`src/rtl/assert_macros.svh`:
```
// Assertion macros shared by the downsampler RTL.
// Every macro samples on i_clk and is disabled while i_rst_n is low.
`ifndef ASSERT_MACROS_SVH
`define ASSERT_MACROS_SVH

// expr holds on every clock edge
`define ASSERT_ALWAYS(label, expr, msg) \
    label: assert property (@(posedge i_clk) disable iff (!i_rst_n) (expr)) else $error(msg);

// ante implies cons in the same cycle
`define ASSERT_IMPLIES(label, ante, cons, msg) \
    label: assert property (@(posedge i_clk) disable iff (!i_rst_n) (ante) |-> (cons)) \
        else $error(msg);

// ante implies cons in the next cycle
`define ASSERT_NEXT(label, ante, cons, msg) \
    label: assert property (@(posedge i_clk) disable iff (!i_rst_n) (ante) |=> (cons)) \
        else $error(msg);

`endif

```
`src/rtl/yuvds_pkg.sv`:
```
// Shared types and constants of the 4:4:4 to 4:2:0 downsampler.
// Used by yuvds_front, yuvds_emit and the top level; depends on nothing.
`timescale 1ns / 1ps

package yuvds_pkg;

    localparam logic [2:0] CFG_LINE_WIDTH    = 3'd0;
    localparam logic [2:0] CFG_LUMA_STRIDE   = 3'd1;
    localparam logic [2:0] CFG_CHROMA_STRIDE = 3'd2;
    localparam logic [2:0] CFG_OUTPUT_MODE   = 3'd3;
    localparam logic [2:0] CFG_START_ROW     = 3'd4;
    localparam logic [2:0] CFG_END_ROW       = 3'd5;

    localparam logic [12:0] ROW_MAX = 13'h1FFF;

    typedef enum logic [1:0] {
        PLANE_LUMA = 2'd0,
        PLANE_U    = 2'd1,
        PLANE_V    = 2'd2,
        PLANE_UV   = 2'd3
    } t_plane;

    typedef struct packed {
        logic [12:0] line_width;
        logic [15:0] luma_stride;
        logic [15:0] chroma_stride;
        logic        output_mode;
        logic [11:0] start_row;
        logic [12:0] end_row;
    } t_cfg;

    typedef struct packed {
        logic [12:0] row;
        logic [12:0] col;
        logic [7:0]  luma;
        logic [8:0]  u_sum;
        logic [8:0]  v_sum;
        logic        chroma;
    } t_pix;

endpackage

```
`src/rtl/yuvds_front.sv`:
```
// Input stage: pixel position tracking, row-pair chroma sums and line store access.
// Depends on yuvds_pkg and assert_macros.svh.
`timescale 1ns / 1ps
`include "assert_macros.svh"

module yuvds_front #(
    parameter int MAX_WIDTH = 4096,
    localparam int DEPTH = MAX_WIDTH / 2,
    localparam int AW = (DEPTH > 1) ? $clog2(DEPTH) : 1
) (
    input  logic              i_clk,
    input  logic              i_rst_n,
    input  yuvds_pkg::t_cfg   i_cfg,
    input  logic              i_valid,
    output logic              o_ready,
    input  logic [23:0]       i_data,   // u_sample, luma_in, v_sample
    input  logic              i_first,
    input  logic              i_take,
    output logic              o_s1_vld,
    output yuvds_pkg::t_pix   o_s1,
    output logic              o_mem_we,
    output logic              o_mem_re,
    output logic [AW-1:0]     o_mem_addr,
    output logic [17:0]       o_mem_wdata
);

    localparam int CW = (MAX_WIDTH > 2) ? $clog2(MAX_WIDTH) : 1;
    localparam logic [13:0] MAXW      = 14'(MAX_WIDTH);
    localparam logic [13:0] MAXW_EVEN = 14'(MAX_WIDTH - (MAX_WIDTH % 2));
    localparam logic [12:0] IDX_MASK  = 13'(DEPTH - 1);

    logic [CW-1:0]   r_col, n_col;
    logic [12:0]     r_row, n_row;
    logic [7:0]      r_held_u, r_held_v;
    logic            r_s1_vld;
    yuvds_pkg::t_pix r_s1, n_s1;

    logic [13:0] lw_even, width, c_base, c_cur, c_inc;
    logic        wrap, acc, in_range, is_odd, second;
    logic [12:0] row_cur;
    logic [7:0]  u_in, y_in, v_in;
    logic [8:0]  us9, vs9;

    assign u_in = i_data[7:0];
    assign y_in = i_data[15:8];
    assign v_in = i_data[23:16];

    assign acc     = i_valid && o_ready;
    assign o_ready = !r_s1_vld || i_take;

    assign lw_even = {1'b0, i_cfg.line_width[12:1], 1'b0};

    always_comb begin
        if (lw_even < 14'd2) begin
            width = 14'd2;
        end else if (lw_even > MAXW) begin
            width = MAXW_EVEN;
        end else begin
            width = lw_even;
        end
    end

    assign c_base  = i_first ? 14'd0 : 14'(r_col);
    assign c_cur   = (c_base >= width) ? 14'd0 : c_base;
    assign c_inc   = c_cur + 14'd1;
    assign wrap    = (c_inc >= width);
    assign row_cur = i_first ? {1'b0, i_cfg.start_row} : r_row;

    assign n_col = wrap ? '0 : CW'(c_inc);
    assign n_row = (wrap && (row_cur != yuvds_pkg::ROW_MAX)) ? row_cur + 13'd1 : row_cur;

    assign in_range = (row_cur >= {1'b0, i_cfg.start_row}) && (row_cur < i_cfg.end_row);
    assign is_odd   = c_cur[0];
    assign second   = row_cur[0];

    assign us9 = 9'(r_held_u) + 9'(u_in);
    assign vs9 = 9'(r_held_v) + 9'(v_in);

    assign o_mem_we    = acc && in_range && is_odd && !second;
    assign o_mem_re    = acc && in_range && is_odd && second;
    assign o_mem_addr  = AW'(c_cur[13:1] & IDX_MASK);
    assign o_mem_wdata = {us9, vs9};

    always_comb begin
        n_s1.row    = row_cur;
        n_s1.col    = c_cur[12:0];
        n_s1.luma   = y_in;
        n_s1.u_sum  = us9;
        n_s1.v_sum  = vs9;
        n_s1.chroma = is_odd && second;
    end

    always_ff @(posedge i_clk) begin
        if (!i_rst_n) begin
            r_col    <= '0;
            r_row    <= '0;
            r_held_u <= '0;
            r_held_v <= '0;
            r_s1_vld <= 1'b0;
        end else begin
            if (acc) begin
                r_col    <= n_col;
                r_row    <= n_row;
                r_s1_vld <= in_range;
                if (in_range && !is_odd) begin
                    r_held_u <= u_in;
                    r_held_v <= v_in;
                end
            end else if (i_take) begin
                r_s1_vld <= 1'b0;
            end
        end
    end

    always_ff @(posedge i_clk) begin
        if (acc) begin
            r_s1 <= n_s1;
        end
    end

    assign o_s1_vld = r_s1_vld;
    assign o_s1     = r_s1;

    `ASSERT_ALWAYS(a_no_rw_clash, !(o_mem_we && o_mem_re), "line store read and write together")
    `ASSERT_NEXT(a_drop_no_stage, acc && !in_range, !r_s1_vld, "dropped pixel entered stage")

endmodule

```
`config.mk`:
```
export PLATFORM = sky130hd
export DESIGN_NAME = yuvds_front
export DESIGN_NICKNAME = d
export VERILOG_FILES = /design/src/rtl/yuvds_pkg.sv /design/src/rtl/yuvds_front.sv
export VERILOG_INCLUDE_DIRS = /design/src /design/src/rtl
export SDC_FILE = /design/constraint.sdc
export NUM_CORES = 1
export LEC_CHECK = 0
export BUFFER_PORTS_ARGS = -buffer_cell sky130_fd_sc_hd__buf_2
export CAP_MARGIN = 20
export CORE_MARGIN = 2
export CORE_UTILIZATION = 53
export DETAILED_ROUTE_END_ITERATION = 12
export PLACE_DENSITY = 0.82
export SLEW_MARGIN = 20
export SYNTH_ARGS = -nofsm -noshare
export SYNTH_HDL_FRONTEND = slang
export SYNTH_SLANG_ARGS = --single-unit
export TNS_END_PERCENT = 10
```
`constraint.sdc`:
```
create_clock -name i_clk -period 6.4 [get_ports i_clk]
set_input_delay 0.32 -clock i_clk [delete_from_list [all_inputs] [get_ports i_clk]]
set_output_delay 0.32 -clock i_clk [all_outputs]
set_load 0.02 [all_outputs]
```
* Word-level counts from Yosys, hierarchy flattened
Index checks and enable logic that the tools add are counted.
** Cells by class
- Add/subtract/negate cells :: 4
- Magnitude comparators :: 6
- Eq/ne operators :: 1
- Muxes and demuxes :: 9
- Reductions and logical operators :: 15
** Operators with widths (count)
- $mux 13 :: 3
- $mux 12 :: 3
- $add 8x8->9 :: 2
- $ge 12x14->1 :: 1
- $ge 13x14->1 :: 1
- $mux 14 :: 1
- $add 12x1->13 const B :: 1
- $add 13x1->13 const B :: 1
- $ge 13x12->1 :: 1
- $gt 13x13->1 const B :: 1
- $lt 13x13->1 :: 1
- $lt 13x2->1 const B :: 1
- $ne 13x13->1 const B :: 1
- $logic_and 1x1->1 :: 9
- $logic_not 1->1 :: 3
- $mux 1 :: 2
- $reduce_and 2->1 :: 1
- $reduce_bool 2->1 :: 1
- $logic_or 1x1->1 :: 1
** Word-level totals
- Register bits :: 95
- Output and inout port bits :: 86

* Logic depth before layout (Yosys ltp)
Gate-level depths: netlist of the first run.
- Depth after elaboration :: 9
- Depth in mapped cells :: 27
- Gate-level depth less buffers :: 25

* Worst setup path after synthesis of the first run
Ideal clock, no wire load.
- Path kind :: input-to-reg
- Start :: input port i_first
- End :: register r_row[7]
- Cell stages on the path :: 25
- Arrival :: 4.998 ns
- Setup slack :: 1.268 ns
- Required time :: 6.266 ns
- Path buffers :: 5
- Cell sequence :: buf_6 -> buf_4 -> clkbuf_1 -> nor2b_1 -> ha_1 -> o21a_1 -> a21oi_1 -> o21ai_1 -> a221oi_4 -> clkbuf_1 -> and2_1 -> ha_1 -> nand3_1 -> nor2_1 -> nor2b_1 -> nor2_1 -> nor2_1 -> ha_1 -> nand3_1 -> or3_1 -> nor3_1 -> a21o_1 -> buf_4 -> a2111oi_0 -> or4_1
** On the way
- Word-level cells in the longest chain between the ends :: 7
** RTL lines
- start, declared :: line yuvds_front.sv:17 : input logic i_first,
- $mux 12 (*) :: line yuvds_front.sv:63 : assign c_base = i_first ? 14'd0 : 14'(r_col);
- $ge 12x14->1 :: line yuvds_front.sv:64 : assign c_cur = (c_base >= width) ? 14'd0 : c_base;
- $mux 12 (*) :: line yuvds_front.sv:64
- net c_cur[1] :: line yuvds_front.sv:38 : logic [13:0] lw_even, width, c_base, c_cur, c_inc;
- $add 12x1->13 (*) :: line yuvds_front.sv:65 : assign c_inc = c_cur + 14'd1;
- $ge 13x14->1 (*) :: line yuvds_front.sv:66 : assign wrap = (c_inc >= width);
- $logic_and 1x1->1 (*) :: line yuvds_front.sv:70 : assign n_row = (wrap && (row_cur != yuvds_pkg::ROW_MAX)) ? row_cur + 13'd1 : row_cur;
- $mux 13 (*) :: line yuvds_front.sv:70
- end signal, assigned :: line yuvds_front.sv:103 : r_row <= n_row;
- end, declared :: line yuvds_front.sv:33 : logic [12:0] r_row, n_row;
The timed path passes the listed nets; every way through them passes the cells marked *.
A chain may end at the register's enable or synchronous reset.

* Worst setup path in the final report of the first run
- Start :: register r_col[3]
- End :: register r_row[7]
** On the way
- Word-level cells in the longest chain between the ends :: 7
** RTL lines
- start, declared :: line yuvds_front.sv:32 : logic [CW-1:0] r_col, n_col;
- start signal, assigned :: line yuvds_front.sv:102 : r_col <= n_col;
- $mux 12 :: line yuvds_front.sv:63
- $ge 12x14->1 :: line yuvds_front.sv:64
- $mux 12 :: line yuvds_front.sv:64
- net c_cur[0] :: line yuvds_front.sv:38
- $add 12x1->13 :: line yuvds_front.sv:65
- $ge 13x14->1 :: line yuvds_front.sv:66
- $logic_and 1x1->1 :: line yuvds_front.sv:70
- $mux 13 :: line yuvds_front.sv:70
The timed path passes the listed nets, and every way through them passes these cells.

==> results.md, run 1 <==
* Residual DRC count at 0
* Largest net degree at the start of global routing at 61
* Status: complete, no violations
* WP data required at 6.61 ns
* Setup bufs post-CTS at 0
* Clock transition at path regs at approximately 0.07 ns
* Fraction of layout cells with a size suffix above 1 at 24.3%
* Synth Register Bits at 94
* P per Cell Area at 219 nW/um^2
* Clock Tree Buf Depth at 2
* Seq/Total Area, Yosys at about two fifths
* Critical path, cell by cell: inv_1, nor2_1, ha_1, a211o_1, a21oi_1, o21ai_1, a221oi_4, nand2_1, inv_1, ha_1, nand3_1, nor2_1, nor2b_1, nor2_1, nor2_1, ha_1, nand3_1, or3_1, nor3_1, a21o_1, a2111oi_0, or4_1
* Max stage delay on crit path at approximately 0.55 ns
* Post-layout instance area at 7080 sq um
* Syn Area/Cell at ~9.4 sq um
* Placer congestion estimate at roughly 0.85
* Via count at roughly 5.2k
* Peak supply drop at around 0.17 mV
* Root buffer cell: clkbuf_16
* Cell area after synthesis at approximately 6200 sq um
* Slew headroom at approximately 32%
* Dpl cells at 901
* Drt pass-1 iters at 5
* Iter 0 DRT Violations at 424
* Gates resized, CTS repair at 0
* CTS hold repair buffers at 0
* Yosys warnings at 0
* RSZ-0062 raised after global routing: no
* Pleak at 3.34 nW
* Post-route ant nets at 0
* CP endpoint kind: register
* Reg2Reg Setup Slack at between 0.7 and 0.8 ns
* TritonCTS Sinks at 94
* # IOs at approximately 190
* Min Tclk post-route at approximately 5.7 ns
* Initial antenna violation count at 0
* # rows at 39
* Pre-CTS setup slack at between 0.5 and 0.6 ns
* Core region area at around 11,000 sq um
* Critical Path Fanout Max at 9
* Die Wd at 112 um
* CTS buffer count at 9
* Gr ovfl total at 0
* Max cap viols at 0
* Cells after Synth at ~660
* Worst Clk Skew at 0.0105 ns
* H-tree levels at 3
* IO buf count at 150
* Highest clock rate at about 180 MHz
* CP delay by family, top: simple AND/OR/NAND/NOR gates
* Post-Route WL at 14,500 um
* Ys async rst share at 0%
* Setup TNS at 0 ns
* Wire length per cell at 15.8 um
* Worst setup margin at around 0.75 ns
* Mapped Nets at between 800 and 900
* Ant diodes at 0
* Final setup fails at 0
* Post-DR vias/cell at ~5.7
* DP Wirelength at 11,000 um
* Worst Tran Pin Value at between 1 and 1.5 ns
* NumNets Final at between 900 and 1k
* Die Y-Extent at between 100 and 150 um
* Most used DFF post-synth: edfxtp_1
* Critical path class: register to register
* EDFF count, synth at 52
* GRT Total Usage at 22.6%
* Distinct cells, synth at 62
* Die area at 12,500 sq um
* CTS tree: done
* Clk_lat worst skew at ~0.34 ns
* Worst path bufs/invs at 2
* First-pass GRT wire length at about 23,000 um
* Vias in the first global route at about 5.1k
* Final Hold Viols at 0
* Slew Limit Fails at 0
* HP Class: primary input to register
* Leading cell type in the layout, fill and taps excluded: buf_2
* Commonest cells after routing, fill and taps aside: buf_2 (150), nand2_1 (68), ha_1 (65)
* Crit path DAT at just under 6 ns
* Starting Density at between 50% and 60%
* Most frequent CP cell: nor2_1
* CP max-delay cell: or4_1
* Post-route insts no fill at about 920
* Dpl cell area at just under 7000 sq um
* Area Overhead vs Synth at 14.8%
* Critical Path Source Type: register
* Tcrit/Tclk final at slightly below 90%
routing by layer:
layer / track usage [%] / vias up / share of wire (%)
met2: 39.8 / 190 / 50
met4: 10.9 / 0 / 2.7
met3: 3.81 / 42 / 5.7
met1: 26.9 / 2471 / 42
met5: 0 / - / 0
li1: - / 2541 / -
path summary, 6_finish.rpt:
path                                             from               endpoint  cells past startpoint
worst min-delay path                       i_data[14]     o_s1[25]$_DFFE_PP_                      1
worst max register to register  r_col[3]$_SDFFE_PN0P_  r_row[7]$_SDFFE_PN0P_                     22
worst max-delay path            r_col[3]$_SDFFE_PN0P_  r_row[7]$_SDFFE_PN0P_                     22
worst min register to register  r_col[1]$_SDFFE_PN0P_  r_col[1]$_SDFFE_PN0P_                      2
report_power, final:
part | internal [mW] | switching, mW | leakage [nW] | total [mW]
clock | 0.313 | 0.224 | 0.143 | 0.536
combinational | 0.113 | 0.203 | 2.33 | 0.316
sequential | 0.683 | 0.0134 | 0.861 | 0.696
total | 1.11 | 0.440 | 3.34 | 1.55
cell type report:
cell class | instances | area, sq um
clock inverter | 4 | 47.5
multi-input combinational | 452 | 3210
clock buffer | 12 | 246
fill | 909 | 4290
timing repair buffer | 155 | 788
sequential | 94 | 2400
inverter | 57 | 214
tap | 143 | 179
Yosys cell counts, types with 15 or more instances:
| cell type | n | share of area [%] |
|---|---|---|
| nand2_1 | 68 | 4.1 |
| ha_1 | 65 | 13 |
| edfxtp_1 | 52 | 25 |
| inv_1 | 52 | 3.2 |
| dfxtp_1 | 42 | 14 |
| nand3_1 | 38 | 3.1 |
| nor2_1 | 37 | 2.3 |
| buf_4 | 33 | 4.0 |
| a21oi_1 | 29 | 2.4 |
| mux2i_1 | 21 | 3.4 |
| nor2b_1 | 16 | 1.6 |
| o21ai_0 | 16 | 1.3 |
| clkbuf_1 | 15 | 0.91 |
flip-flops by register name, indices dropped and copies added, names as in the netlist:
| name | count |
|---|---|
| o_s1 | 52 |
| r_row | 13 |
| r_col | 12 |
| r_held_u | 8 |
| r_held_v | 8 |
| o_s1_vld | 1 |
cell families after synthesis:
group                    Yosys count  synth area share [%]
AND/OR/NAND/NOR                  234                  19.2
buffers and inverters            110                  9.11
AO/OA/AOI/OAI                    105                  11.6
flip-flops                        94                  38.9
adder cells (fa/ha/maj)           67                  13.8
multiplexers                      28                  4.87
XOR/XNOR                          17                  2.41
other                              1                0.0608
metrics by stage:
stage                     utilization (%)  hold slack [ns]  total power [mW]
after floorplan                         -            0.419             0.943
after detailed placement             59.7            0.444              1.02
after global routing                 62.3            0.141              1.61
after global placement               59.7            0.437              1.01
after CTS                            62.3            0.145              1.56
final                                62.3            0.154              1.55
Power figures use the tool's default switching activity.
==> run 2: changes to the inputs <==
Settings changed: BUFFER_PORTS_ARGS -buffer_cell sky130_fd_sc_hd__buf_2 to default, CORE_UTILIZATION 53 to 60, DONT_BUFFER_PORTS from default to 1, PLACE_DENSITY 0.82 to 0.76, SKIP_CTS_REPAIR_TIMING from default to 1.
==> run 2 against run 1 <==
Compared with the run above:
- combinational power fell by 34%
- fmax rose by 0.21%
- global-route usage rose by 1.4 points
- first-iteration DRC count fell by 32%
- clock power fell by 28%
- die area fell by 11%
- clock skew rose by 0.00098 ns
- critical path type unchanged
- highest routed layer unchanged
==> results.md, run 2 (same netlist as run 1, synthesis figures left out) <==
* # rows at 37
* Via count at between 4k and 5k
* GRT Total Usage at 24.0%
* Vias in the first global route at 4,469
* Post-route ant nets at 0
* Gate power share at ~16%
* Final setup fails at 0
* Starting Density at slightly above 60%
* Clock power frac at 29.1%
* Slew Limit Fails at 0
* Psw at ~410 uW
* Residual DRC count at 0
* Peak supply drop at 0.0946 mV
* Area Overhead vs Synth at 0.750%
* Drt pass-1 iters at 4
* Placer congestion estimate at 0.903
* Clock Tree Buf Depth at 2
* CP max-delay cell: or4_1
* Highest clock rate at about 180 MHz
* Core region area at between 10,000 and 15,000 sq um
* Post-DR vias/cell at 6.08
* Gr ovfl total at 0
* Slew headroom at between 30% and 40%
* P per Cell Area at 214 nW/um^2
* Commonest cells after routing, fill and taps aside: nand2_1 (68), ha_1 (65), inv_1 (52), edfxtp_1 (52), dfxtp_1 (42)
* Post-route insts no fill at ~760
* Tcrit/Tclk final at 88.2%
* Wire length per cell at 17.4 um
* First-pass GRT wire length at around 22,000 um
* Max cap viols at 0
* Dpl cells at roughly 740
* Critical Path Fanout Max at 14
* Pleak at 2.66 nW
* Root buffer cell: clkbuf_8
* Most frequent CP cell: nor2_1
* Critical path, cell by cell: inv_1, nor2_1, ha_1, a211o_1, a21oi_1, o21ai_1, a221oi_4, and2_1, ha_1, nand3_1, nor2_1, nor2b_1, nor2_1, nor2_1, ha_1, nand3_1, or3_1, nor3_1, a21oi_2, buf_4, or4_1, and4_1
* NumNets Final at approximately 790
* Final Hold Viols at 0
* HP Class: primary input to register
* Clock transition at path regs at roughly 0.1 ns
* Setup TNS at 0 ns
* WP data required at between 6 and 7 ns
* CP endpoint kind: register
* Status: complete, no violations
* # IOs at 186
* CTS tree: done
* Post-Route WL at about 13,000 um
* Critical Path Source Type: register
* DP Wirelength at roughly 10,000 um
* CTS buffer count at 9
* Worst Clk Skew at 0.0114 ns
* Die Wd at 105 um
* Die Y-Extent at roughly 110 um
* IO buf count at 0
* TritonCTS Sinks at 94
* Sw Ratio at 30.5%
* Clk_lat worst skew at approximately 0.37 ns
* Crit path DAT at approximately 6 ns
* Worst Tran Pin Value at slightly below 1 ns
* Max stage delay on crit path at 0.46 ns
* Dpl cell area at between 6000 and 7000 sq um
* Worst path bufs/invs at 2
* Max reg flops at 52
* CP delay by family, top: simple AND/OR/NAND/NOR gates
* Die area at 11,100 sq um
* Fillers at 825
* RSZ-0062 raised after global routing: no
* Critical path class: register to register
* Post-layout instance area at ~6200 sq um
* Ant diodes at 0
* Leading cell type in the layout, fill and taps excluded: nand2_1
* Int Pwr at just over 900 uW
* Largest net degree at the start of global routing at slightly above 60
* Iter 0 DRT Violations at slightly below 300
* Fraction of layout cells with a size suffix above 1 at just over 6%
* Reg power frac at 55.3%
* Initial antenna violation count at 0
* Min Tclk post-route at around 5.6 ns
* H-tree levels at 3
run 2: final cells by class:
class | instances | area, sq um | area share [%]
multi-input cells | 452 | 3210 | 51.6
clock inverters | 5 | 41.3 | 0.664
flip-flops and latches | 94 | 2400 | 38.6
inverters | 57 | 214 | 3.44
clock buffers | 11 | 153 | 2.46
repair buffers | 4 | 30.0 | 0.483
well taps | 136 | 170 | 2.74
run 2: per-stage QoR:
| stage | hold slack (ns) | power, mW | util, % | setup WS [ns] |
|---|---|---|---|---|
| 6_report | 0.0374 | 1.33 | 61.3 | 0.758 |
| 5_1_grt | 0.0159 | 1.39 | 61.3 | 0.354 |
| 4_1_cts | 0.0243 | 1.34 | 61.3 | 0.742 |
| 3_5_place_dp | 0.419 | 0.957 | 59.4 | 0.646 |
| 3_3_place_gp | 0.419 | 0.945 | 59.4 | 0.820 |
| 2_1_floorplan | 0.419 | 0.943 | - | 1.27 |
run 2: metal layers:
metal / track usage, % / up-vias / wire [um]
met1: 30.2 / 2185 / 5570
li1: - / 2236 / -
met2: 41.2 / 180 / 6580
met4: 8.86 / 0 / 208
met5: 0 / - / 0
met3: 4.02 / 15 / 880
run 2: path summary, 6_finish.rpt:
check / startpoint / to / slack [ns] / cells after the start
max: r_col[3]$_SDFFE_PN0P_ / r_row[1]$_SDFFE_PN0P_ / 0.76 / 22
min: i_data[10] / o_s1[21]$_DFFE_PP_ / 0.04 / 0
max reg2reg: r_col[3]$_SDFFE_PN0P_ / r_row[1]$_SDFFE_PN0P_ / 0.76 / 22
min reg2reg: r_col[1]$_SDFFE_PN0P_ / r_col[1]$_SDFFE_PN0P_ / 0.46 / 2
run 2: power by group through the flow:
stage,Combinational [mW],Clock (mW),Sequential (mW)
2_1_floorplan,0.198,0,0.745
3_3_place_gp,0.196,0,0.749
3_5_place_dp,0.207,0,0.750
4_1_cts,0.208,0.393,0.736
5_1_grt,0.232,0.416,0.740
6_report,0.207,0.388,0.736
