## src/rtl/assert_macros.svh

```systemverilog
// Assertion macros shared by the downsampler RTL.
// Every macro samples on i_clk and is disabled while i_rst_n is low.
`ifndef ASSERT_MACROS_SVH
`define ASSERT_MACROS_SVH

// expr holds on every clock edge
`define ASSERT_ALWAYS(label, expr, msg) \
    label: assert property (@(posedge i_clk) disable iff (!i_rst_n) (expr)) else $error(msg);

// ante implies cons in the same cycle
`define ASSERT_IMPLIES(label, ante, cons, msg) \
    label: assert property (@(posedge i_clk) disable iff (!i_rst_n) (ante) |-> (cons)) \
        else $error(msg);

// ante implies cons in the next cycle
`define ASSERT_NEXT(label, ante, cons, msg) \
    label: assert property (@(posedge i_clk) disable iff (!i_rst_n) (ante) |=> (cons)) \
        else $error(msg);

`endif

```

## src/rtl/yuvds_pkg.sv

```systemverilog
// Shared types and constants of the 4:4:4 to 4:2:0 downsampler.
// Used by yuvds_front, yuvds_emit and the top level; depends on nothing.
`timescale 1ns / 1ps

package yuvds_pkg;

    localparam logic [2:0] CFG_LINE_WIDTH    = 3'd0;
    localparam logic [2:0] CFG_LUMA_STRIDE   = 3'd1;
    localparam logic [2:0] CFG_CHROMA_STRIDE = 3'd2;
    localparam logic [2:0] CFG_OUTPUT_MODE   = 3'd3;
    localparam logic [2:0] CFG_START_ROW     = 3'd4;
    localparam logic [2:0] CFG_END_ROW       = 3'd5;

    localparam logic [12:0] ROW_MAX = 13'h1FFF;

    typedef enum logic [1:0] {
        PLANE_LUMA = 2'd0,
        PLANE_U    = 2'd1,
        PLANE_V    = 2'd2,
        PLANE_UV   = 2'd3
    } t_plane;

    typedef struct packed {
        logic [12:0] line_width;
        logic [15:0] luma_stride;
        logic [15:0] chroma_stride;
        logic        output_mode;
        logic [11:0] start_row;
        logic [12:0] end_row;
    } t_cfg;

    typedef struct packed {
        logic [12:0] row;
        logic [12:0] col;
        logic [7:0]  luma;
        logic [8:0]  u_sum;
        logic [8:0]  v_sum;
        logic        chroma;
    } t_pix;

endpackage

```

## src/rtl/yuvds_emit.sv

```systemverilog
// Output stage: 2x2 averages, plane offsets and serialization of results.
// Depends on yuvds_pkg and assert_macros.svh.
`timescale 1ns / 1ps
`include "assert_macros.svh"

module yuvds_emit (
    input  logic            i_clk,
    input  logic            i_rst_n,
    input  yuvds_pkg::t_cfg i_cfg,
    input  logic            i_s1_vld,
    input  yuvds_pkg::t_pix i_s1,
    input  logic [17:0]     i_rdata,
    output logic            o_take,
    output logic            o_tvalid,
    input  logic            i_tready,
    output logic [47:0]     o_tdata,  // byte_offset, first_byte, second_byte, byte_count
    output logic [1:0]      o_tuser,  // plane
    output logic            o_tlast
);

    localparam logic [1:0] RES_LUMA   = 2'd0;
    localparam logic [1:0] RES_CHROMA = 2'd1;
    localparam logic [1:0] RES_V      = 2'd2;

    logic        r_s2_vld;
    logic [1:0]  r_s2_idx;
    logic [23:0] r_luma_prod, r_chroma_prod;
    logic [12:0] r_col;
    logic [7:0]  r_y, r_u, r_v;
    logic        r_chroma;

    logic             r_out_vld;
    logic [23:0]      r_out_off;
    logic [7:0]       r_out_first, r_out_second;
    logic [1:0]       r_out_cnt;
    yuvds_pkg::t_plane r_out_plane;
    logic             r_out_last;

    logic [28:0] luma_prod;
    logic [27:0] chroma_prod;
    logic [9:0]  u_tot, v_tot;
    logic [23:0] half_off, pair_off;

    yuvds_pkg::t_plane res_plane;
    logic [23:0]       res_off;
    logic [7:0]        res_first, res_second;
    logic [1:0]        res_cnt;
    logic              res_last;
    logic              out_load;

    assign luma_prod   = i_s1.row * i_cfg.luma_stride;
    assign chroma_prod = i_s1.row[12:1] * i_cfg.chroma_stride;
    assign u_tot       = 10'(i_s1.u_sum) + 10'(i_rdata[17:9]);
    assign v_tot       = 10'(i_s1.v_sum) + 10'(i_rdata[8:0]);

    assign half_off = 24'(r_col[12:1]);
    assign pair_off = 24'({r_col[12:1], 1'b0});

    always_comb begin
        res_plane  = yuvds_pkg::PLANE_LUMA;
        res_off    = r_luma_prod + 24'(r_col);
        res_first  = r_y;
        res_second = 8'd0;
        res_cnt    = 2'd1;
        res_last   = !r_chroma;
        case (r_s2_idx)
            RES_LUMA: begin
                res_plane = yuvds_pkg::PLANE_LUMA;
            end
            RES_CHROMA: begin
                res_first = r_u;
                if (i_cfg.output_mode) begin
                    res_plane  = yuvds_pkg::PLANE_UV;
                    res_off    = r_chroma_prod + pair_off;
                    res_second = r_v;
                    res_cnt    = 2'd2;
                    res_last   = 1'b1;
                end else begin
                    res_plane = yuvds_pkg::PLANE_U;
                    res_off   = r_chroma_prod + half_off;
                    res_last  = 1'b0;
                end
            end
            RES_V: begin
                res_plane = yuvds_pkg::PLANE_V;
                res_off   = r_chroma_prod + half_off;
                res_first = r_v;
                res_last  = 1'b1;
            end
            default: begin
                res_last = 1'b1;
            end
        endcase
    end

    assign out_load = r_s2_vld && (!r_out_vld || i_tready);
    assign o_take   = !r_s2_vld || (out_load && res_last);

    always_ff @(posedge i_clk) begin
        if (!i_rst_n) begin
            r_s2_vld  <= 1'b0;
            r_s2_idx  <= RES_LUMA;
            r_out_vld <= 1'b0;
        end else begin
            if (o_take) begin
                r_s2_vld <= i_s1_vld;
                r_s2_idx <= RES_LUMA;
            end else if (out_load) begin
                r_s2_idx <= r_s2_idx + 2'd1;
            end
            if (out_load) begin
                r_out_vld <= 1'b1;
            end else if (i_tready) begin
                r_out_vld <= 1'b0;
            end
        end
    end

    always_ff @(posedge i_clk) begin
        if (o_take && i_s1_vld) begin
            r_luma_prod   <= luma_prod[23:0];
            r_chroma_prod <= chroma_prod[23:0];
            r_col         <= i_s1.col;
            r_y           <= i_s1.luma;
            r_u           <= u_tot[9:2];
            r_v           <= v_tot[9:2];
            r_chroma      <= i_s1.chroma;
        end
        if (out_load) begin
            r_out_off    <= res_off;
            r_out_first  <= res_first;
            r_out_second <= res_second;
            r_out_cnt    <= res_cnt;
            r_out_plane  <= res_plane;
            r_out_last   <= res_last;
        end
    end

    assign o_tvalid = r_out_vld;
    assign o_tdata  = {6'd0, r_out_cnt, r_out_second, r_out_first, r_out_off};
    assign o_tuser  = r_out_plane;
    assign o_tlast  = r_out_last;

    `ASSERT_IMPLIES(a_take_on_last, r_s2_vld && o_take, out_load && res_last,
        "pixel released before its last result")
    `ASSERT_IMPLIES(a_v_only_planar, r_s2_vld && (r_s2_idx == RES_V),
        r_chroma && !i_cfg.output_mode, "V plane result outside planar chroma")

endmodule

```

## config.mk

```make
export PLATFORM = sky130hd
export DESIGN_NAME = yuvds_emit
export DESIGN_NICKNAME = d
export VERILOG_FILES = /design/src/rtl/yuvds_pkg.sv /design/src/rtl/yuvds_emit.sv
export VERILOG_INCLUDE_DIRS = /design/src /design/src/rtl
export SDC_FILE = /design/constraint.sdc
export NUM_CORES = 1
export LEC_CHECK = 0
export BUFFER_PORTS_ARGS = -buffer_cell sky130_fd_sc_hd__buf_2
export CAP_MARGIN = 20
export CORE_ASPECT_RATIO = 0.7
export CORE_MARGIN = 4
export CORE_UTILIZATION = 57
export CTS_BUF_LIST = sky130_fd_sc_hd__clkbuf_2
export CTS_CLUSTER_SIZE = 16
export DETAILED_ROUTE_END_ITERATION = 10
export PLACE_DENSITY = 0.81
export SLEW_MARGIN = 20
export SYNTH_ARGS = -nofsm -noshare
export SYNTH_HDL_FRONTEND = slang
export SYNTH_SLANG_ARGS = --single-unit
```

## constraint.sdc

```tcl
create_clock -name i_clk -period 6.4 [get_ports i_clk]
set_input_delay 0.96 -clock i_clk [delete_from_list [all_inputs] [get_ports i_clk]]
set_output_delay 0.96 -clock i_clk [all_outputs]
set_load 0.01 [all_outputs]
```

After elaboration in Yosys (flattened, before gate mapping)
Index checks and enable logic that the tools add are counted.
{ "totals": {"latchBits": 0, "rom_bits": 0, "inputBits": 146, "ramBits": 0, "ff_bits": 135, "mem_count": 0, "word_cells": 49} }
{ "classes": {"n_bitwise": 1, "n_eq_ne": 2, "n_mul": 2, "n_reduce_logical": 12, "n_addsub": 6, "magnitude_cmp": 0, "n_mux": 10, "div_mod_pow": 0, "shift": 0} }
{ "op_table": {"columns": ["op", "count"], "rows": [
  ["$add 24x13->24", 2],
  ["$pmux 24 s2", 1],
  ["$add 24x12->24", 1],
  ["$mul 12x16->24", 1],
  ["$mul 13x16->24", 1],
  ["$mux 24", 1],
  ["$add 9x9->10", 2],
  ["$pmux 8 s2", 1],
  ["$mux 2", 2],
  ["$pmux 2 s2", 1],
  ["$logic_and 1x1->1", 3],
  ["$logic_not 1->1", 3],
  ["$mux 1", 3],
  ["$add 2x1->2 const B", 1],
  ["$eq 2x1->1 const B", 1],
  ["$eq 2x2->1 const B", 1],
  ["$logic_not 2->1", 1],
  ["$logic_or 1x1->1", 2],
  ["$pmux 1 s2", 1],
  ["$reduce_and 2->1", 1],
  ["$reduce_bool 2->1", 1],
  ["$reduce_or 2->1", 1],
  ["$not 1->1", 1]
]} }

Longest topological paths before layout
Gate-level depths: netlist (run 1).
{ "depth": {"depth_word": 6, "ltp_mapped": 23, "depth_no_buf": 21} }

Least setup slack after synthesis (run 1)
No wires, ideal clock.
{ "synth_path": {"path_kind": "input to register", "startpoint": "input i_s1[50] (netlist name)", "endpoint": "register r_chroma_prod[22], data pin", "stages": 21, "t_required_ns": 6.138, "path_slack_ns": 0.297, "path_buffers": 2, "arrival_time_ns": 5.841, "path_cell_list": "clkbuf_1 > clkbuf_1 > nand2_1 > fa_1 > fa_1 > inv_1 > fa_1 > fa_1 > inv_1 > fa_1 > inv_1 > ha_1 > a21o_1 > a21o_1 > or3_1 > o21ba_2 > a21oi_1 > o211ai_1 > a31oi_1 > o21ai_1 > xor2_1"} }
{ "synth_via": {"elab_chain_cells": 1} }
{ "synth_rtl": {"columns": ["element", "line_no", "text"], "rows": [
  ["start: declaration", "yuvds_emit.sv:11", "input yuvds_pkg::t_pix i_s1,"],
  ["$mul 12x16->24", "yuvds_emit.sv:52", "assign chroma_prod = i_s1.row[12:1] * i_cfg.chroma_stride;"],
  ["net chroma_prod[22]", "yuvds_emit.sv:40", "logic [27:0] chroma_prod;"],
  ["end signal: assignment", "yuvds_emit.sv:122", "r_chroma_prod <= chroma_prod[23:0];"],
  ["end: declaration", "yuvds_emit.sv:27", "logic [23:0] r_luma_prod, r_chroma_prod;"]
]} }
The timed path passes the listed nets, and every way through them passes these cells.
A chain may end at the register's enable or synchronous reset.

Worst setup path in the final report (run 1)
{ "layout_path": {"startpoint": "input i_s1[47] (netlist name)", "endpoint": "register r_chroma_prod[23], data pin"} }
The elaborated chain is that of the path after synthesis.

==> impl_metrics.tcl, run 1 <==
set metrics [dict create \
    status "finished, final reports clean" \
    critical_path_class "input pin to flop" \
    peakVddDrop_v 0.0004768 \
    min_period_ps 5789 \
    layout-drive-gt1-share 0.1246 \
    slew_headroom 0.2623 \
    vias 14735 \
    grt_pass1_vias 15604 \
    ctsHtreeMaxLevel 4 \
    synth_ff_type "edfxtp_1" \
    place_ws_ps -69.26 \
    r2r_cells 11 \
    die_area_mm2 0.03655 \
    first_pass_iters 6 \
    die_w_um 226.8 \
    drv_cap 0 \
    grt_max_degree 87 \
    worst_slack_ps 610.9 \
    nets 2774 \
    avgSynthCellArea_um2 9.391 \
    ant_nets 0 \
    clock_latency_ps 730 \
    synth.ff_latch_count 135 \
    final_max_slew_viol_count 0 \
    power.share.clock 0.060 \
    hold-path-endpoint "r_col[12]" \
    initial_core_util 0.5843 \
    p_int_mw 4.775 \
    cts_sinks 135 \
    placementRows 55 \
    worst_pin_slew_ps 1107 \
    worst_r2r_endpoint "r_out_off[23]" \
    viasPerCell 5.605 \
    cts.reportedPaths.clkPinSlew_ps 270 \
    drc 0 \
    pin_count 199 \
    fmax_mhz 172.7 \
    drt-total-wl_um 45480 \
    place_congestion 0.9016 \
    n_fill_cell 2612 \
    dp.cells 2593 \
    syn_to_final_growth_pct 9.374 \
    synth_edf_count 131 \
    hp-class "input pin to flop" \
    cts_tree "done" \
    cts_hold_buf 0 \
    final_util 0.6391 \
    hold_start "i_s1[39]" \
    clockRootBuffer "clkbuf_2" \
    grt_first_pass_wirelength_um 75760 \
    whs_ps 373.2 \
    grtUsageTotal 0.2549 \
    critPathArrivalTime_ps 6280 \
    die_h_um 161.2 \
    power_leakage_nw 10.07 \
    setup_viol 0 \
    hold_violations 0 \
    ctsLongestPathBuffers 2 \
    worstSetupEndpointType "flop" \
    cts_made_buffers 17 \
    cp-start-kind "input pin" \
    required_ps 6890 \
    final_cells 2629 \
    cellPowerDensity_mw_per_mm2 443.8 \
    ys_types 72 \
    rsz0062_at_grt "no" \
    setup_tns_ps 0 \
    yosysWarnings 0 \
    syn_inst 2034 \
    pwr-share-comb 0.756 \
    gr-total-overflow 0 \
    antenna_found_initial 4 \
    synthArstFlopShare 0 \
    reg2reg_slack_ps 2560 \
    wl_per_cell_um 17.30 \
    skew_ps 50.39 \
    ctsResizeCount 0 \
    min_delay_path_depth 1 \
    crit_fanout 17 \
    hpwlAfterDp_um 36910 \
    startpoint "i_s1[47]" \
    yosysSeqAreaShare 0.2101 \
    coreArea_mm2 0.03269 \
    port_buffers 154 \
    switching_share 0.4850 \
    switchingPower_mw 4.496 \
    reg2reg_from "r_chroma_prod[1]" \
    syn_area_mm2 0.01910 \
    post_cts_buffers 0 \
    sequentialPowerShare 0.184 \
    drtIter0Drc 1400 \
    fin_crit_sh 0.9045 \
]
## cell families after synthesis
family	count (synthesis)	share of synthesized area
DFF	135	0.2101
other	1	0.0001963
muxes	4	0.003013
adders and majority gates	442	0.4012
AOI/OAI and AO/OA	269	0.09675
buffers and inverters	485	0.09649
xor gates and xnor gates	92	0.04219
and+or+nand+nor	606	0.1501
## worst max-delay path: stages
cell	delay, ps
buf_2	360
nand2_1	160
fa_1	560
inv_1	60
fa_1	550
fa_1	430
fa_1	490
inv_1	50
fa_1	470
inv_1	40
ha_1	320
and3_1	240
and3_1	190
a21oi_1	130
o31ai_1	180
a31oi_1	320
nor2_1	70
o21a_1	190
a311o_1	360
xnor2_1	130
## synth_stat cells (25+ instances only)
library cell / count / area share
nand2_1: 284 / 0.056
xnor2_1: 67 / 0.031
ha_1: 158 / 0.10
edfxtp_1: 131 / 0.21
nor2_1: 72 / 0.014
inv_1: 396 / 0.078
fa_1: 284 / 0.30
xor2_1: 25 / 0.011
o21ai_0: 41 / 0.011
and2_1: 151 / 0.049
clkbuf_1: 79 / 0.016
a21oi_1: 65 / 0.017
## worst max path at each step
| stage | endpoint | depth (start not counted) |
|---|---|---|
| final | r_chroma_prod[23] | 20 |
| after CTS | r_chroma_prod[23] | 20 |
| after global routing | r_luma_prod[23] | 22 |
| after detailed placement | r_chroma_prod[23] | 20 |
| after global placement | r_chroma_prod[22] | 20 |
| after floorplan | r_chroma_prod[22] | 21 |
## power by group through the flow
stage	Combinational (mW)	Clock [mW]	Sequential [mW]
finish	7.01	0.555	1.71
CTS	6.99	0.560	1.70
floorplan	5.02	0	1.68
global placement	6.64	0	1.71
global route	7.89	0.604	1.72
detailed placement	6.93	0	1.72
## layout by cell type (no fill, tap or decap), types with 7 or more instances in the layout
| cell type | n |
|---|---|
| o21ai_1 | 14 |
| buf_4 | 57 |
| o21ai_0 | 41 |
| and2_1 | 150 |
| edfxtp_1 | 131 |
| ha_1 | 158 |
| nand2_1 | 284 |
| o21a_1 | 19 |
| a22oi_1 | 9 |
| o22ai_1 | 7 |
| buf_2 | 154 |
| nor2b_1 | 15 |
| and3_1 | 19 |
| nand2b_1 | 10 |
| nor2_1 | 72 |
| fa_1 | 284 |
| a211oi_1 | 8 |
| clkbuf_2 | 17 |
| a21oi_1 | 65 |
| a31oi_1 | 11 |
| o21bai_1 | 8 |
| inv_1 | 396 |
| nor3_1 | 21 |
| nand3_1 | 15 |
| xor2_1 | 25 |
| o211ai_1 | 8 |
| xnor2_1 | 67 |
| a21o_1 | 20 |
## through the flow
stage               area (um^2)  power (mW)
global route              20890       10.22
detailed placement        20590       8.653
finish                    20890       9.271
CTS                       20860       9.250
floorplan                 19120       6.700
global placement          20590       8.353
## metal layers
metal | vias to the layer above | share of wire | global-route usage | routed length [um]
li1 | 6721 | - | - | -
met1 | 7355 | 0.42 | 0.3539 | 19300
met2 | 591 | 0.49 | 0.4345 | 22240
met3 | 66 | 0.073 | 0.03488 | 3339
met4 | 2 | 0.013 | 0.05006 | 580
met5 | - | 0.00044 | 0 | 20
## area by class of cell
type	count	area, um^2	share of cell area
multi-input combinational	1419	13270	0.6353
sequential	135	4014	0.1921
inverter	397	1490	0.07133
timing repair buffer	216	1306	0.06253
tap	427	534.3	0.02557
clock inverter	15	181.4	0.008684
clock buffer	17	85.08	0.004073
antenna	3	7.507	0.0003593
## flip-flops by register name (all words and copies together), names as in the netlist
| register | cells |
|---|---|
| o_tlast | 1 |
| r_u | 8 |
| r_luma_prod | 24 |
| r_out_cnt | 2 |
| o_tvalid | 1 |
| r_chroma_prod | 24 |
| r_v | 8 |
| r_out_off | 24 |
| r_s2_idx | 2 |
| o_tuser | 2 |
| r_y | 8 |
| r_out_second | 8 |
| r_col | 13 |
| r_out_first | 8 |
| r_s2_vld | 1 |
| r_chroma | 1 |
Note: power is estimated with default switching activity, not from simulation.
==> run 2: changes to the inputs <==
- PLACE_DENSITY: 0.81 -> not set
- PLACE_DENSITY_LB_ADDON: not set -> 0.12
==> impl_metrics.tcl, run 2 (same netlist as run 1, synthesis figures left out) <==
set metrics [dict create \
    status "finished, final reports clean" \
    viasPerCell 5.435 \
    dp.cells 2608 \
    finalPower_mw 9.328 \
    reg2reg_from "r_col[1]" \
    initial_core_util 0.5843 \
    die_area_mm2 0.03655 \
    fmax_mhz 176.1 \
    largestRegisters "r_chroma_prod: 24 flops, r_luma_prod: 24 flops, r_out_off: 24 flops" \
    gr-total-overflow 0 \
    slowest_delay_ps 520 \
    reg2reg_slack_ps 2450 \
    pin_count 199 \
    cts.reportedPaths.clkPinSlew_ps 240 \
    required_ps 6970 \
    vias 14369 \
    drv_cap 0 \
    critical_path_class "input pin to flop" \
    antenna_found_initial 4 \
    cellPowerDensity_mw_per_mm2 446.0 \
    crit_chain "buf_2, nand2_1, fa_1, fa_1, inv_1, fa_1, fa_1, inv_1, fa_1, inv_1, ha_1, a21o_1, a21o_1, or3_1, o21ba_2, a21oi_1, o211ai_1, a31oi_1, o21ai_1, xor2_1" \
    syn_to_final_growth_pct 9.492 \
    n_fill_cell 2780 \
    hpwlAfterDp_um 37070 \
    peakVddDrop_v 0.0004431 \
    die_w_um 226.8 \
    final_cells 2644 \
    drc 0 \
    worst_slack_ps 722.2 \
    rsz0062_at_grt "no" \
    coreArea_mm2 0.03269 \
    clock_latency_ps 790 \
    ant_nets 0 \
    critPathArrivalTime_ps 6240 \
    post_cts_buffers 0 \
    fin_crit_sh 0.8872 \
    hp-class "input pin to flop" \
    final_cell_mix "396 x inv_1, 284 x nand2_1, 284 x fa_1" \
    layout-drive-gt1-share 0.1297 \
    wl_per_cell_um 17.12 \
    grtUsageTotal 0.2620 \
    min_period_ps 5678 \
    power_leakage_nw 10.10 \
    nets 2788 \
    hold_violations 0 \
    final_common_cell "inv_1" \
    cts_made_buffers 17 \
    clockRootBuffer "clkbuf_2" \
    critPathTopFamily "adder cells" \
    place_ws_ps -62.35 \
    placementRows 55 \
    crit_fanout 20 \
    slowest_stage "fa_1" \
    hold_start "i_s1[32]" \
    ctsResizeCount 0 \
    worst_r2r_endpoint "r_out_off[16]" \
    worstSetupEndpointType "flop" \
    first_pass_iters 5 \
    min_delay_path_depth 1 \
    place_congestion 0.8846 \
    cp_common_cell "fa_1" \
    whs_ps 322.4 \
    seq_area_mm2 0.004014 \
    setup_tns_ps 0 \
    worst_pin_slew_ps 1159 \
    grt_pass1_vias 15115 \
    cp-start-kind "input pin" \
    r2r_cells 11 \
    slew_headroom 0.2275 \
    drt-total-wl_um 45270 \
    hold-path-endpoint "r_col[5]" \
    path_buf_inv 4 \
    port_buffers 154 \
    grt_first_pass_wirelength_um 76600 \
    setup_viol 0 \
    grt_max_degree 48 \
    cts_tree "done" \
    cts_hold_buf 0 \
    drtIter0Drc 1049 \
    ctsLongestPathBuffers 2 \
    skew_ps 40.05 \
    ctsHtreeMaxLevel 4 \
    die_h_um 161.2 \
    final_max_slew_viol_count 0 \
    multi_input_area_mm2 0.01327 \
    cts_sinks 135 \
]
[run 2: changes by cell type in the layout (fill, tap and decap cells not counted), sizes merged]
cell      delta
buf         +14
clkinvlp     +1
diode        +1
clkinv       -1
[run 2: layer usage]
metal / share of wire / GRT usage
met2: 0.47 / 0.4241
met1: 0.46 / 0.3854
met3: 0.054 / 0.03398
met4: 0.015 / 0.05006
met5: 0 / 0
[run 2: worst max-delay path by stage]
stage | startpoint | endpoint | slack (ps) | cells past startpoint
after floorplan | i_s1[50] | r_chroma_prod[22] | 300 | 21
after global placement | i_s1[47] | r_luma_prod[23] | -4 | 23
after detailed placement | i_s1[45] | r_chroma_prod[22] | -60 | 20
after CTS | i_s1[45] | r_chroma_prod[22] | 830 | 20
after global routing | i_s1[45] | r_chroma_prod[22] | 500 | 20
final | i_s1[45] | r_chroma_prod[22] | 720 | 20
[run 2: cell type report]
cell class / count / area share
diodes: 4 / 0.0004786
clock buffers: 17 / 0.004068
clock inverters: 15 / 0.006760
inverters: 397 / 0.07125
multi-input cells: 1419 / 0.6346
flip-flops and latches: 135 / 0.1919
well taps: 427 / 0.02555
repair buffers: 230 / 0.06533
[run 2: power by group]
part	total, mW	internal, mW	switching (mW)	leakage, nW
registers	1.71	1.54	0.172	1.30
logic	7.11	3.23	3.88	8.67
clock network	0.505	0.150	0.355	0.140
total	9.33	4.92	4.41	10.1
[run 2: metrics by stage]
stage	util	cell area, um^2
global placement	0.6326	20680
CTS	0.6395	20900
detailed placement	0.6326	20680
finish	0.6398	20910
floorplan	-	19120
global route	0.6398	20910
==> run 3: changes to the inputs <==
- CORE_UTILIZATION: 57 -> 35
==> impl_metrics.tcl, run 3 (same netlist as run 1, synthesis figures left out) <==
set metrics [dict create \
    grt_max_degree 51 \
    cts_hold_buf 0 \
    gr-total-overflow 0 \
    hpwlAfterDp_um 41450 \
    power_leakage_nw 10.31 \
    r2r_cells 11 \
    grtUsageTotal 0.1750 \
    pin_count 199 \
    cp-start-kind "input pin" \
    critical_path_class "input pin to flop" \
    initial_core_util 0.3548 \
    cts_sinks 135 \
    vias 14249 \
    rsz0062_at_grt "no" \
    port_buffers 154 \
    post_cts_buffers 0 \
    syn_to_final_growth_pct 13.42 \
    final_cell_mix "396 x inv_1, 284 x nand2_1, 284 x fa_1" \
    finalPower_mw 9.569 \
    die_w_um 287.2 \
    drtIter0Drc 759 \
    clock_latency_ps 790 \
    nets 2824 \
    setup_tns_ps 0 \
    slew_headroom 0.2275 \
    dp.cells 2947 \
    grt_pass1_vias 15192 \
    min_period_ps 5577 \
    antenna_found_initial 1 \
    whs_ps 334.8 \
    skew_ps 57.95 \
    worst_pin_slew_ps 1159 \
    n_fill_cell 5488 \
    ctsLongestPathBuffers 2 \
    drc 0 \
    placementRows 71 \
    wl_per_cell_um 16.51 \
    final_cell_area_mm2 0.02166 \
    drv_cap 0 \
    setup_viol 0 \
    die_area_mm2 0.05843 \
    final_common_cell "inv_1" \
    placed_cell_area_mm2 0.02140 \
    multi_input_area_mm2 0.01327 \
    crit_fanout 16 \
    fin_crit_sh 0.8713 \
    ant_nets 0 \
    critPathArrivalTime_ps 6110 \
    die_h_um 203.5 \
    status "finished, final reports clean" \
    final_util 0.4024 \
    cts_tree "done" \
    worst_slack_ps 823.5 \
    clockRootBuffer "clkbuf_2" \
    hold_violations 0 \
    place_congestion 0.8472 \
    cellPowerDensity_mw_per_mm2 441.7 \
    required_ps 6930 \
    coreArea_mm2 0.05383 \
    cts.reportedPaths.clkPinSlew_ps 230 \
    final_cells 2979 \
    ctsResizeCount 0 \
    peakVddDrop_v 0.0003660 \
    largestRegisters "r_chroma_prod: 24 flops, r_luma_prod: 24 flops, r_out_off: 24 flops" \
    worstSetupEndpointType "flop" \
    viasPerCell 4.783 \
    layout-drive-gt1-share 0.1432 \
    ctsHtreeMaxLevel 4 \
    final_max_slew_viol_count 0 \
    min_delay_path_depth 1 \
    place_ws_ps 22.28 \
    hp-class "input pin to flop" \
    seq_area_mm2 0.004014 \
    fmax_mhz 179.3 \
    cts_made_buffers 17 \
    first_pass_iters 5 \
    grt_first_pass_wirelength_um 81020 \
    drt-total-wl_um 49190 \
]
run 3: changes by cell type in the layout (fill, tap and decap cells not counted), moves of 2 or more:
cell | before | now
buf_4 | 74 | 104
clkinv_2 | 2 | 0
bufinv_16 | 1 | 3
inv_6 | 6 | 3
diode_2 | 4 | 1
buf_12 | 2 | 8
run 3: final timing paths:
check                       to  slack (ps)   startpoint
max          r_chroma_prod[23]         820     i_s1[41]
min                     r_y[3]         330     i_s1[22]
max reg2reg      r_out_off[16]        2510     r_col[1]
min reg2reg        r_s2_idx[1]         560  r_s2_idx[1]
run 3: routing by layer:
layer / share of wire / GRT usage / up-vias
li1: - / - / 6823
met1: 0.49 / 0.2531 / 7171
met2: 0.47 / 0.2888 / 224
met3: 0.037 / 0.02335 / 31
met4: 0.0083 / 0.02340 / 0
met5: 0 / 0 / -
run 3: critical path, stage by stage:
cell,delay (ps)
buf_2,140
buf_4,200
buf_4,270
nand2_1,120
fa_1,550
inv_1,50
fa_1,500
inv_1,60
fa_1,530
inv_1,50
fa_1,430
ha_1,300
o21ai_0,240
nor2b_1,380
o31ai_1,220
a31oi_1,330
nor2_1,80
o21a_1,190
a311o_1,380
xnor2_1,140
run 3: layout make-up:
| class | instances | area share |
|---|---|---|
| multi-input combinational | 1419 | 0.6126 |
| clock buffer | 18 | 0.004158 |
| clock inverter | 13 | 0.007854 |
| antenna | 1 | 0.0001155 |
| inverter | 397 | 0.06878 |
| sequential | 135 | 0.1853 |
| timing repair buffer | 266 | 0.07901 |
| tap | 730 | 0.04216 |
run 3: power breakdown:
| part | internal [mW] | switching [mW] | total [mW] |
|---|---|---|---|
| Sequential | 1.54 | 0.174 | 1.72 |
| Combinational | 3.32 | 3.96 | 7.28 |
| Clock | 0.222 | 0.352 | 0.575 |
